==> src/hw/rtl/mcpl_pkg.sv <==
`timescale 1ns / 1ps
`default_nettype none
package mcpl_pkg;

   localparam int MOTOR_COUNT = 4;
   localparam int CUR_W       = 16;
   localparam int DATA_W      = 16;
   localparam int PROD_W      = 2 * DATA_W;
   localparam int TOTAL_W     = CUR_W + $clog2(MOTOR_COUNT);
   localparam int IDX_W       = (MOTOR_COUNT > 1) ? $clog2(MOTOR_COUNT) : 1;
   localparam int DIV_STEPS   = DATA_W;
   localparam int CNT_W       = $clog2(DIV_STEPS);
   localparam int QUEUE_DEPTH = 2;
   localparam int QPTR_W      = $clog2(QUEUE_DEPTH);
   localparam int CSR_IDX_W   = 3;
   localparam int STATUS_W    = 2;

   // register indexes
   localparam logic [CSR_IDX_W-1:0] REG_CUTOFF_BUFFER  = 3'd0;
   localparam logic [CSR_IDX_W-1:0] REG_WARNING_BUFFER = 3'd1;
   localparam logic [CSR_IDX_W-1:0] REG_WARNING_POWER  = 3'd2;
   localparam logic [CSR_IDX_W-1:0] REG_CEILING_POWER  = 3'd3;
   localparam logic [CSR_IDX_W-1:0] REG_FULL_LIMIT     = 3'd4;
   localparam logic [CSR_IDX_W-1:0] REG_UNRESTR_LIMIT  = 3'd5;
   localparam logic [CSR_IDX_W-1:0] REG_DEBUFF_LIMIT   = 3'd6;

   // result status codes
   localparam logic [STATUS_W-1:0] STATUS_PASS   = 2'd0;
   localparam logic [STATUS_W-1:0] STATUS_SCALED = 2'd1;
   localparam logic [STATUS_W-1:0] STATUS_CUT    = 2'd2;

   localparam logic [DATA_W-1:0] BUF_TEN_J    = 16'd160;
   localparam logic [7:0]        ID_NONE      = 8'd0;
   localparam logic [7:0]        ID_ENG_RED   = 8'd2;
   localparam logic [7:0]        ID_ENG_BLUE  = 8'd102;
   localparam logic [DATA_W-1:0] LEVEL_MAX    = 16'd101;

   typedef logic [MOTOR_COUNT-1:0][CUR_W-1:0] cur_vec_type;

   typedef struct packed {
      cur_vec_type          cur;
      logic [TOTAL_W-1:0]   total;
      logic                 cut;
      logic                 need_div;
      logic [DATA_W-1:0]    direct_limit;
      logic [PROD_W-1:0]    num;
      logic [DATA_W-1:0]    den;
   } job_type;

   function automatic logic [DATA_W-1:0] level_floor(input logic [DATA_W-1:0] level);
      logic [DATA_W-1:0] lv;
      logic [DATA_W-1:0] res;
      lv = (level > LEVEL_MAX) ? 16'd50 : level;
      unique case (lv)
         16'd55:  res = 16'd2292;
         16'd60:  res = 16'd2500;
         16'd65:  res = 16'd2708;
         16'd70:  res = 16'd2916;
         16'd90:  res = 16'd3750;
         default: res = 16'd2080;
      endcase
      return res;
   endfunction

endpackage
`default_nettype wire

==> src/hw/rtl/mcpl_front.sv <==
`timescale 1ns / 1ps
`default_nettype none
module mcpl_front import mcpl_pkg::*; (
   input  wire logic                 clock,
   input  wire logic                 reset,
   input  wire logic                 csr_valid,
   output logic                      csr_ready,
   input  wire logic [CSR_IDX_W-1:0] csr_index,
   input  wire logic [DATA_W-1:0]    csr_data,
   input  wire logic                 referee_offline,
   input  wire logic [7:0]           unit_id,
   input  wire logic [DATA_W-1:0]    power_level,
   input  wire logic [DATA_W-1:0]    meas_power,
   input  wire logic [DATA_W-1:0]    buffer_energy,
   input  wire cur_vec_type          motor_current,
   output job_type                   job
);

   logic [DATA_W-1:0] cutoff_ff, warn_buf_ff, warn_pow_ff, ceil_pow_ff;
   logic [DATA_W-1:0] full_ff, unrestr_ff, debuff_ff;

   assign csr_ready = 1'b1;

   always_ff @(posedge clock) begin
      if (reset) begin
         cutoff_ff   <= 16'd48;
         warn_buf_ff <= 16'd640;
         warn_pow_ff <= 16'd6400;
         ceil_pow_ff <= 16'd8000;
         full_ff     <= 16'd64000;
         unrestr_ff  <= 16'd64000;
         debuff_ff   <= 16'd16000;
      end else if (csr_valid) begin
         unique case (csr_index)
            REG_CUTOFF_BUFFER:  cutoff_ff   <= csr_data;
            REG_WARNING_BUFFER: warn_buf_ff <= csr_data;
            REG_WARNING_POWER:  warn_pow_ff <= csr_data;
            REG_CEILING_POWER:  ceil_pow_ff <= csr_data;
            REG_FULL_LIMIT:     full_ff     <= csr_data;
            REG_UNRESTR_LIMIT:  unrestr_ff  <= csr_data;
            REG_DEBUFF_LIMIT:   debuff_ff   <= csr_data;
            default: ;
         endcase
      end
   end

   logic [TOTAL_W-1:0] total;
   logic [DATA_W-1:0]  mul_a, mul_b;
   logic               exempt;

   always_comb begin
      total = '0;
      for (int i = 0; i < MOTOR_COUNT; i++) begin
         total = total + TOTAL_W'(motor_current[i][CUR_W-1] ?
                                  CUR_W'(-motor_current[i]) : motor_current[i]);
      end
   end

   assign exempt = referee_offline || unit_id == ID_NONE || unit_id == ID_ENG_RED ||
                   unit_id == ID_ENG_BLUE;

   always_comb begin
      job.cur          = motor_current;
      job.total        = total;
      job.cut          = buffer_energy <= cutoff_ff;
      job.need_div     = 1'b0;
      job.direct_limit = full_ff;
      job.den          = warn_buf_ff;
      mul_a            = debuff_ff;
      mul_b            = buffer_energy;
      priority if (exempt) begin
         job.direct_limit = unrestr_ff;
      end else if (buffer_energy < warn_buf_ff) begin
         if (buffer_energy > BUF_TEN_J) begin
            job.need_div = 1'b1;
         end else begin
            job.direct_limit = level_floor(power_level);
         end
      end else if (meas_power > warn_pow_ff) begin
         if (meas_power < ceil_pow_ff) begin
            // taper between warning and ceiling power
            job.need_div = 1'b1;
            job.den      = ceil_pow_ff - warn_pow_ff;
            mul_a        = full_ff;
            mul_b        = ceil_pow_ff - meas_power;
         end else begin
            job.direct_limit = '0;
         end
      end else begin
         job.direct_limit = full_ff;
      end
      job.num = mul_a * mul_b;
   end

endmodule
`default_nettype wire

==> src/hw/rtl/mcpl_queue.sv <==
`timescale 1ns / 1ps
`default_nettype none
module mcpl_queue import mcpl_pkg::*; (
   input  wire logic    clock,
   input  wire logic    reset,
   input  wire logic    push,
   input  wire job_type push_job,
   output logic         full,
   input  wire logic    pop,
   output job_type      head,
   output logic         empty
);

   job_type            mem_ff [QUEUE_DEPTH];
   logic [QPTR_W-1:0]  wr_ptr_ff, rd_ptr_ff;
   logic [QPTR_W:0]    count_ff;
   logic               do_push, do_pop;

   assign full    = count_ff == (QPTR_W+1)'(QUEUE_DEPTH);
   assign empty   = count_ff == '0;
   assign head    = mem_ff[rd_ptr_ff];
   assign do_push = push && !full;
   assign do_pop  = pop && !empty;

   always_ff @(posedge clock) begin
      if (do_push) begin
         mem_ff[wr_ptr_ff] <= push_job;
      end
   end

   always_ff @(posedge clock) begin
      if (reset) begin
         wr_ptr_ff <= '0;
         rd_ptr_ff <= '0;
         count_ff  <= '0;
      end else begin
         if (do_push) wr_ptr_ff <= wr_ptr_ff + 1'b1;
         if (do_pop)  rd_ptr_ff <= rd_ptr_ff + 1'b1;
         count_ff <= count_ff + (QPTR_W+1)'(do_push) - (QPTR_W+1)'(do_pop);
      end
   end

endmodule
`default_nettype wire

==> src/hw/rtl/mcpl_back.sv <==
`timescale 1ns / 1ps
`default_nettype none
module mcpl_back import mcpl_pkg::*; (
   input  wire logic           clock,
   input  wire logic           reset,
   input  wire job_type        head,
   input  wire logic           q_empty,
   output logic                q_pop,
   output logic                rsp_empty,
   input  wire logic           rsp_pop,
   output cur_vec_type         rsp_cur,
   output logic [STATUS_W-1:0] rsp_status,
   output logic [DATA_W-1:0]   rsp_limit
);

   localparam logic [2:0] ST_IDLE   = 3'd0;
   localparam logic [2:0] ST_DIVLIM = 3'd1;
   localparam logic [2:0] ST_CHECK  = 3'd2;
   localparam logic [2:0] ST_LOAD   = 3'd3;
   localparam logic [2:0] ST_SCALE  = 3'd4;
   localparam logic [2:0] ST_DONE   = 3'd5;
   localparam logic [CNT_W-1:0] CNT_LAST = CNT_W'(DIV_STEPS - 1);

   logic [2:0]          state_ff, state_in;
   job_type             job_ff, job_in;
   logic [DATA_W-1:0]   limit_ff, limit_in;
   logic [IDX_W-1:0]    idx_ff, idx_in;
   logic [TOTAL_W-1:0]  rem_ff, rem_in, div_ff, div_in;
   logic [DATA_W-1:0]   dlo_ff, dlo_in, quo_ff, quo_in;
   logic [CNT_W-1:0]    cnt_ff, cnt_in;
   cur_vec_type         res_ff, res_in;
   logic [STATUS_W-1:0] status_ff, status_in;
   logic                out_valid_ff, out_valid_in;
   cur_vec_type         out_cur_ff, out_cur_in;
   logic [STATUS_W-1:0] out_status_ff, out_status_in;
   logic [DATA_W-1:0]   out_limit_ff, out_limit_in;

   // one quotient bit per cycle
   logic [TOTAL_W:0]    trial, diff;
   logic                ge;
   logic [TOTAL_W-1:0]  rem_nx;
   logic [DATA_W-1:0]   quo_nx;
   logic [CUR_W-1:0]    cur_sel, mag;
   logic [PROD_W-1:0]   prod;

   assign trial  = {rem_ff, dlo_ff[DATA_W-1]};
   assign ge     = trial >= {1'b0, div_ff};
   assign diff   = trial - {1'b0, div_ff};
   assign rem_nx = ge ? diff[TOTAL_W-1:0] : trial[TOTAL_W-1:0];
   assign quo_nx = {quo_ff[DATA_W-2:0], ge};
   assign cur_sel = job_ff.cur[idx_ff];
   assign mag     = cur_sel[CUR_W-1] ? CUR_W'(-cur_sel) : cur_sel;
   assign prod    = mag * limit_ff;

   always_comb begin
      state_in      = state_ff;
      job_in        = job_ff;
      limit_in      = limit_ff;
      idx_in        = idx_ff;
      rem_in        = rem_ff;
      div_in        = div_ff;
      dlo_in        = dlo_ff;
      quo_in        = quo_ff;
      cnt_in        = cnt_ff;
      res_in        = res_ff;
      status_in     = status_ff;
      out_valid_in  = out_valid_ff && !rsp_pop;
      out_cur_in    = out_cur_ff;
      out_status_in = out_status_ff;
      out_limit_in  = out_limit_ff;
      q_pop         = 1'b0;
      unique case (state_ff)
         ST_IDLE: begin
            if (!q_empty) begin
               q_pop  = 1'b1;
               job_in = head;
               cnt_in = '0;
               quo_in = '0;
               priority if (head.cut) begin
                  res_in    = '0;
                  status_in = STATUS_CUT;
                  limit_in  = '0;
                  state_in  = ST_DONE;
               end else if (head.need_div) begin
                  rem_in   = TOTAL_W'(head.num[PROD_W-1:DATA_W]);
                  dlo_in   = head.num[DATA_W-1:0];
                  div_in   = TOTAL_W'(head.den);
                  state_in = ST_DIVLIM;
               end else begin
                  limit_in = head.direct_limit;
                  state_in = ST_CHECK;
               end
            end
         end
         ST_DIVLIM: begin
            rem_in = rem_nx;
            dlo_in = {dlo_ff[DATA_W-2:0], 1'b0};
            quo_in = quo_nx;
            cnt_in = cnt_ff + 1'b1;
            if (cnt_ff == CNT_LAST) begin
               limit_in = quo_nx;
               state_in = ST_CHECK;
            end
         end
         ST_CHECK: begin
            if (job_ff.total > TOTAL_W'(limit_ff)) begin
               idx_in    = '0;
               status_in = STATUS_SCALED;
               state_in  = ST_LOAD;
            end else begin
               res_in    = job_ff.cur;
               status_in = STATUS_PASS;
               state_in  = ST_DONE;
            end
         end
         ST_LOAD: begin
            rem_in   = TOTAL_W'(prod[PROD_W-1:DATA_W]);
            dlo_in   = prod[DATA_W-1:0];
            div_in   = job_ff.total;
            quo_in   = '0;
            cnt_in   = '0;
            state_in = ST_SCALE;
         end
         ST_SCALE: begin
            rem_in = rem_nx;
            dlo_in = {dlo_ff[DATA_W-2:0], 1'b0};
            quo_in = quo_nx;
            cnt_in = cnt_ff + 1'b1;
            if (cnt_ff == CNT_LAST) begin
               res_in[idx_ff] = cur_sel[CUR_W-1] ? CUR_W'(-quo_nx) : quo_nx;
               if (idx_ff == IDX_W'(MOTOR_COUNT - 1)) begin
                  state_in = ST_DONE;
               end else begin
                  idx_in   = idx_ff + 1'b1;
                  state_in = ST_LOAD;
               end
            end
         end
         ST_DONE: begin
            if (!out_valid_ff || rsp_pop) begin
               out_valid_in  = 1'b1;
               out_cur_in    = res_ff;
               out_status_in = status_ff;
               out_limit_in  = limit_ff;
               state_in      = ST_IDLE;
            end
         end
         default: state_in = ST_IDLE;
      endcase
   end

   always_ff @(posedge clock) begin
      if (reset) begin
         state_ff     <= ST_IDLE;
         out_valid_ff <= 1'b0;
      end else begin
         state_ff     <= state_in;
         out_valid_ff <= out_valid_in;
      end
   end

   always_ff @(posedge clock) begin
      job_ff        <= job_in;
      limit_ff      <= limit_in;
      idx_ff        <= idx_in;
      rem_ff        <= rem_in;
      div_ff        <= div_in;
      dlo_ff        <= dlo_in;
      quo_ff        <= quo_in;
      cnt_ff        <= cnt_in;
      res_ff        <= res_in;
      status_ff     <= status_in;
      out_cur_ff    <= out_cur_in;
      out_status_ff <= out_status_in;
      out_limit_ff  <= out_limit_in;
   end

   assign rsp_empty  = !out_valid_ff;
   assign rsp_cur    = out_cur_ff;
   assign rsp_status = out_status_ff;
   assign rsp_limit  = out_limit_ff;

   a_cut_zero: assert property (@(posedge clock) disable iff (reset)
      out_valid_ff && out_status_ff == STATUS_CUT |-> out_limit_ff == '0 && out_cur_ff == '0)
      else $error("cut word with non-zero payload");

   a_div_not_cut: assert property (@(posedge clock) disable iff (reset)
      state_ff == ST_DIVLIM || state_ff == ST_SCALE |-> !job_ff.cut)
      else $error("divider running on a cut word");

   a_load_from_done: assert property (@(posedge clock) disable iff (reset)
      $rose(out_valid_ff) |-> $past(state_ff) == ST_DONE)
      else $error("result register loaded outside done state");

endmodule
`default_nettype wire

==> src/hw/rtl/motor_current_power_limiter_unit.sv <==
// motor current power limiter
// input queue: drive req_* fields with push; a word is taken on a clock edge
// where push is high and full is low. each word is one control tick.
// result queue: while empty is low the oldest result is on rsp_*; it is taken
// on an edge where pop is high. one result per tick, in order.
// csr port: csr_valid/csr_ready with csr_index and csr_data; csr_ready is always
// high, indexes beyond the register list are ignored. write only while idle.
// path: a cut-off tick goes from the queue head through the done state to the
// output register, a passed tick also passes the check state, a tick that needs
// the limit division runs the divider on the way, and a scaled tick runs it again
// per motor on top, since one shared radix-2 divider produces one quotient bit
// per cycle. a two-entry queue lets the front keep taking ticks while the
// divider works.
// reset: synchronous, active high; both queues empty, registers to defaults.
// receiver stall: a finished result waits in the output register, the back end
// holds its next result, and full rises once the two-entry queue fills.
`timescale 1ns / 1ps
`default_nettype none
module motor_current_power_limiter_unit import mcpl_pkg::*; (
   input  wire logic                 clock,
   input  wire logic                 reset,
   input  wire logic                 csr_valid,
   output logic                      csr_ready,
   input  wire logic [CSR_IDX_W-1:0] csr_index,
   input  wire logic [DATA_W-1:0]    csr_data,
   input  wire logic                 push,
   output logic                      full,
   input  wire logic                 req_referee_offline,
   input  wire logic [7:0]           req_unit_id,
   input  wire logic [DATA_W-1:0]    req_power_level,
   input  wire logic [DATA_W-1:0]    req_meas_power,
   input  wire logic [DATA_W-1:0]    req_buffer_energy,
   input  wire logic signed [CUR_W-1:0] req_motor_current_0,
   input  wire logic signed [CUR_W-1:0] req_motor_current_1,
   input  wire logic signed [CUR_W-1:0] req_motor_current_2,
   input  wire logic signed [CUR_W-1:0] req_motor_current_3,
   output logic                      empty,
   input  wire logic                 pop,
   output logic signed [CUR_W-1:0]   rsp_limited_current_0,
   output logic signed [CUR_W-1:0]   rsp_limited_current_1,
   output logic signed [CUR_W-1:0]   rsp_limited_current_2,
   output logic signed [CUR_W-1:0]   rsp_limited_current_3,
   output logic [STATUS_W-1:0]       rsp_limit_status,
   output logic [DATA_W-1:0]         rsp_applied_limit
);

   cur_vec_type cur_in, cur_out;
   job_type     new_job, head_job;
   logic        q_empty, q_pop;

   assign cur_in[0] = req_motor_current_0;
   assign cur_in[1] = req_motor_current_1;
   assign cur_in[2] = req_motor_current_2;
   assign cur_in[3] = req_motor_current_3;

   mcpl_front u_front (
      .clock           (clock),
      .reset           (reset),
      .csr_valid       (csr_valid),
      .csr_ready       (csr_ready),
      .csr_index       (csr_index),
      .csr_data        (csr_data),
      .referee_offline (req_referee_offline),
      .unit_id         (req_unit_id),
      .power_level     (req_power_level),
      .meas_power      (req_meas_power),
      .buffer_energy   (req_buffer_energy),
      .motor_current   (cur_in),
      .job             (new_job)
   );

   mcpl_queue u_queue (
      .clock    (clock),
      .reset    (reset),
      .push     (push),
      .push_job (new_job),
      .full     (full),
      .pop      (q_pop),
      .head     (head_job),
      .empty    (q_empty)
   );

   mcpl_back u_back (
      .clock      (clock),
      .reset      (reset),
      .head       (head_job),
      .q_empty    (q_empty),
      .q_pop      (q_pop),
      .rsp_empty  (empty),
      .rsp_pop    (pop),
      .rsp_cur    (cur_out),
      .rsp_status (rsp_limit_status),
      .rsp_limit  (rsp_applied_limit)
   );

   assign rsp_limited_current_0 = cur_out[0];
   assign rsp_limited_current_1 = cur_out[1];
   assign rsp_limited_current_2 = cur_out[2];
   assign rsp_limited_current_3 = cur_out[3];

endmodule
`default_nettype wire

==> config.mk <==
export PLATFORM = sky130hd
export DESIGN_NAME = motor_current_power_limiter_unit
export DESIGN_NICKNAME = d
export VERILOG_FILES = /design/src/hw/rtl/mcpl_pkg.sv /design/src/hw/rtl/mcpl_front.sv /design/src/hw/rtl/mcpl_queue.sv /design/src/hw/rtl/mcpl_back.sv /design/src/hw/rtl/motor_current_power_limiter_unit.sv
export SDC_FILE = /design/constraint.sdc
export NUM_CORES = 2
export LEC_CHECK = 0
export BUFFER_PORTS_ARGS = -buffer_cell sky130_fd_sc_hd__buf_2
export CAP_MARGIN = 40
export CORE_ASPECT_RATIO = 1.25
export CORE_MARGIN = 5
export CORE_UTILIZATION = 34
export CTS_CLUSTER_DIAMETER = 200
export CTS_CLUSTER_SIZE = 30
export DETAILED_ROUTE_END_ITERATION = 8
export HOLD_SLACK_MARGIN = 0.08
export PLACE_DENSITY_LB_ADDON = 0.12
export SYNTH_ARGS = -nofsm -noshare
export SYNTH_HDL_FRONTEND = slang
export SYNTH_SLANG_ARGS = --single-unit
==> constraint.sdc <==
create_clock -name clock -period 15.5 [get_ports clock]
set_input_delay 1.55 -clock clock [delete_from_list [all_inputs] [get_ports clock]]
set_output_delay 1.55 -clock clock [all_outputs]
set_load 0.1 [all_outputs]
* After elaboration in Yosys (flattened, before gate mapping)
Memory sizes are Yosys's and may differ from the RTL's. A register that Yosys moved wholly into a read port is not among the register bits.
Index checks and enable logic that the tools add are counted.
** Word-level totals
- Memories :: 1
- RAM bits :: 296
- Output and inout port bits :: 85
- Register bits :: 439
- Word-level logic and storage cells :: 225
- Input bits :: 145
** Operators by class
- $lt $le $gt $ge :: 10
- Multiply operators :: 2
- Eq/ne operators :: 32
- Bitwise operators :: 1
- $add $sub $neg :: 18
- Reduce and logical (&&, ||, !) cells :: 40
- Mux-type cells :: 86
** Memory list
- u_queue.mem_ff :: depth 2, width 148, read ports 1, clocked after Yosys merged registers in 1, write ports 1, line mcpl_queue.sv:14 : job_type mem_ff [QUEUE_DEPTH];
** Operators by type and width (count)
- two-way mux 16 bit :: 32
- two-way mux 64 bit :: 4
- case mux 64 bit (3 select lines) :: 1
- two-way mux 18 bit :: 7
- negation 16 bit :: 6
- bitwise mux 64 bit :: 1
- multiplier 16 x 16 -> 32 bit :: 2
- case mux 11 bit (5 select lines) :: 1
- adder 18 bit :: 3
- case mux 18 bit (3 select lines) :: 1
- == test 16 x 7 -> 1 bit (second input constant) :: 3
- case mux 16 bit (3 select lines) :: 1
- case mux 15 bit (3 select lines) :: 1
- case mux 18 bit (2 select lines) :: 1
- binary-select mux 16 bit (select 2 bit) :: 1
- demux 16 bit (select 2 bit) :: 1
- == test 16 x 6 -> 1 bit (second input constant) :: 2
- less-than comparator 16 bit :: 2
- case mux 16 bit (2 select lines) :: 1
- subtractor 16 bit :: 2
- two-way mux 3 bit :: 7
- AND reduction 2 bit :: 10
- AND reduction 4 bit :: 5
- >= comparator 19 x 18 -> 1 bit :: 1
- 43 further kinds :: 93

* Depth between registers and ports, before layout
- Depth in word-level cells :: 7
- Depth in mapped cells :: 36
- Gate-level depth less buffers :: 33

* Hierarchy
A second synthesis with hierarchy kept.
** Second synthesis, totals
- Cells, all modules :: 5134
- Area, all modules :: 54031.8 sq um
** Modules (own cells, without submodules)
- mcpl_back :: cells each 2223, seq. area each 9659.3 sq um, instances 1, area each 23676.5 sq um
- mcpl_front :: cells each 2424, seq. area each 2242.2 sq um, instances 1, area each 19406.1 sq um
- mcpl_queue :: cells each 487, seq. area each 8988.6 sq um, instances 1, area each 10949.3 sq um

* Worst setup path after synthesis
Ideal clock, no wire load.
- Kind :: input to register
- Start point :: in req_meas_power[0]
- End point :: mem u_queue.mem_ff[0][47] (netlist bit) (data pin)
- Required time :: 15236 ps
- Library setup time :: 264 ps
- Setup slack :: 5968 ps
- Stages :: 32
- Data arrival time :: 9267 ps
- Path buffers :: 2
- Cell sequence :: ha_1 -> fa_1 -> and2b_1 -> o2111ai_1 -> and3_1 -> o31a_1 -> a211oi_2 -> nand4_1 -> buf_2 -> buf_2 -> a21oi_1 -> nor2_1 -> fa_1 -> inv_1 -> fa_1 -> fa_1 -> inv_1 -> fa_1 -> fa_1 -> inv_1 -> fa_1 -> inv_1 -> ha_1 -> o21ai_0 -> a21oi_1 -> o311ai_0 -> o2111a_1 -> nor3_1 -> a211oi_1 -> o21ai_0 -> a21oi_1 -> xnor2_1
** RTL lines
- from (decl) :: line motor_current_power_limiter_unit.sv:31 : input wire logic [DATA_W-1:0] req_meas_power,
- to (decl) :: line mcpl_queue.sv:14

==> results.toml <==
[status]
status = "finished clean"

[drt]
wl_per_cell_um = 22.6
ant_nets = 0
dr.pass1.iters = 6
vias = 36203
drt_iter0_markers = 2137
wirelength_um = 162000
vias_per_cell = 5.04
drc = 0

[clock_network]
cts_max_level = 1
path_clk_slew_ps = 120
cts-root-buf = "clkbuf_16"
clock_latency_ps = 710
cts_tree = "built"
clockBufferDepth = 3
post-cts-setup-buffer-count = 0
cts_sinks = 736
ctsResizeCount = 0
cts_buffers = 29
cts_hold_buf = 0

[synth]
ys_ff_latch = 736
syn-num-nets = 5875
synth_edf_count = 615
syn_area_mm2 = 0.0525
synthCells = 4957
synth-main-ff-cell = "edfxtp_1"
seq_area_frac_synth_pct = 39.8
avgSynthCellArea_um2 = 10.6
async_reset_ff_share_pct = 0
yosys_warnings = 0
ys_types = 94

[timing]
setup-violations-final = 0
hold_viol = 0
rsz0062_at_grt = "false"
fmax_ghz = 0.0989
fin_crit_sh_pct = 65.2
period_needed_ps = 10110
setup_ws_ps = 5390
finalClockSkew_ps = 56.3
finalMaxSlewViolations = 0
max_slew_margin_pct = 21.5
final.setup.tns_ps = 0
worst_pin_slew_ps = 1180

[global_routing]
antenna_found_initial = 4
grt_pass1_wl_um = 245000
grt_pass1_vias = 37617
grt_max_degree = 149
grt.total_usage_pct = 19.7
overflow = 0

[worst_hold_path]
hold_path_depth = 2
hp-class = "register to register"

[layout]
drive_gt1_share_pct = 10.1
num-fill-cells = 15459
synthToLayoutAreaGrowth_pct = 8.91
nets = 6039

[setup_path]
slowest_delay_ps = 760
cp.arrival_ps = 10550
critPathMaxFanout = 103
crit_path_frequent_cell = "fa_1"
cp.depth = 33
slowest_stage = "o21ai_2"
worst-path-buf-inv = 7
ff2ff_path_depth = 32
crit_family = "adder cells"
crit_type = "primary input to register"
worst_setup_path_end_kind = "register"
start_kind = "primary input"
crit_required_ps = 15940

[placed_design]
pre_cts_ws_ps = 4660
portBuffers = 228
hpwl_um = 127000
gp_congestion = 0.887

[die]
rows = 161
core_mm2 = 0.154
initial_core_util_pct = 34.1
die_y_um = 449
fp.dieW_um = 362
dieArea_mm2 = 0.162
ios = 230

[flow_run]
max_cap_viol_count = 0
-- Yosys cell counts (12+ instances only) --
master,instances,area (um^2)
inv_1,643,2410
nand2b_1,32,200
o221ai_1,20,175
o21ai_0,208,1040
a22oi_1,15,113
and3_1,23,144
o21a_1,39,293
nor2_1,304,1140
a22o_1,28,245
or3_1,13,81.3
xor2_1,98,858
mux2_2,94,1060
a31oi_1,18,113
nand3b_1,27,203
buf_2,29,145
a21o_1,51,383
a21oi_1,238,1190
nor2b_1,38,238
nor3_1,44,220
ha_1,350,4380
mux2i_1,81,811
xnor2_1,89,780
a32oi_1,24,210
nand4_1,19,119
edfxtp_1,615,18500
fa_1,423,8470
nand3_1,34,170
o41ai_1,13,114
buf_1,12,45.0
and2_1,96,601
dfxtp_1,121,2420
o21bai_1,15,113
o31ai_1,37,278
mux4_2,15,338
o22ai_1,12,75.1
a211oi_1,12,90.1
nand2_1,732,2750
clkbuf_1,127,477
-- metal layers --
| metal | vias to the layer above | global-route usage, % | wire length, um |
|---|---|---|---|
| met5 | - | 0 | 0 |
| met4 | 0 | 4.45 | 4120 |
| met3 | 143 | 1.53 | 5380 |
| met2 | 730 | 35.9 | 83100 |
| met1 | 18252 | 25.4 | 69500 |
| li1 | 17078 | - | - |
-- per-stage QoR --
step | area [um^2] | cells | hold slack, ps | util [%]
floorplan | 52500 | 4957 | 400 | -
global placement | 56100 | 7113 | 440 | 36.4
detailed placement | 56300 | 7127 | 443 | 36.6
CTS | 57200 | 7180 | 466 | 37.2
global route | 57200 | 7180 | 481 | 37.2
finish | 57200 | 7183 | 462 | 37.2
-- worst paths after layout --
path | startpoint | to | slack (ps)
setup / recovery | req_meas_power[0] | u_queue.mem_ff[0][47] | 5390
hold / removal | u_front.warn_pow_ff[10] | u_front.warn_pow_ff[10] | 460
setup reg to reg | u_back.idx_ff[0] | u_back.rem_ff[12] | 5790
hold reg to reg | u_front.warn_pow_ff[10] | u_front.warn_pow_ff[10] | 460
-- worst register-to-register path: cells and delay by family (launching register included) --
family	cells	cell delay (ps)
AND/OR/NAND/NOR	8	1300
multiplexers	1	720
flip-flops	1	430
buffers and inverters	7	1140
adder cells (fa/ha/maj)	8	3640
AO/OA/AOI/OAI	6	1720
XOR/XNOR	2	520
-- placed cells by master (no fill, tap or decap), drive strengths merged, types with 121 or more instances in the layout --
cell type    n
dfxtp      121
buf        311
nand2      733
o21ai      215
ha         350
a21oi      243
fa         423
nor2       306
edfxtp     615
inv        646
-- registers in the layout, indices dropped and copies added, names as in the netlist, 18 cells and up, named ones only --
signal / flops
u_back.rsp_cur: 64
u_queue.mem_ff: 296
u_back.res_ff: 64
u_back.rem_ff: 18
u_back.div_ff: 18
u_back.job_ff: 82
-- logic make-up after synthesis --
logic type | count (synthesis) | synth area share [%]
and+or+nand+nor | 1417 | 12.0
xor gates and xnor gates | 188 | 3.15
AOI/OAI and AO/OA | 816 | 9.93
muxes | 205 | 4.62
other | 1 | 0.00714
DFF | 736 | 39.8
adders and majority gates | 773 | 24.5
buffers and inverters | 821 | 6.04
-- layout make-up --
class / count / area, um^2 / area share [%]
flip-flops and latches: 736 / 20900 / 36.5
repair buffers: 311 / 1910 / 3.35
well taps: 2037 / 2550 / 4.46
clock buffers: 49 / 801 / 1.40
multi-input cells: 3400 / 28500 / 49.9
clock inverters: 4 / 70.1 / 0.122
diodes: 3 / 7.51 / 0.0131
inverters: 643 / 2410 / 4.22
Power is left out: the tool's default activity adds up to more than one toggle a clock period on the data nets, which glitch-free logic cannot reach.
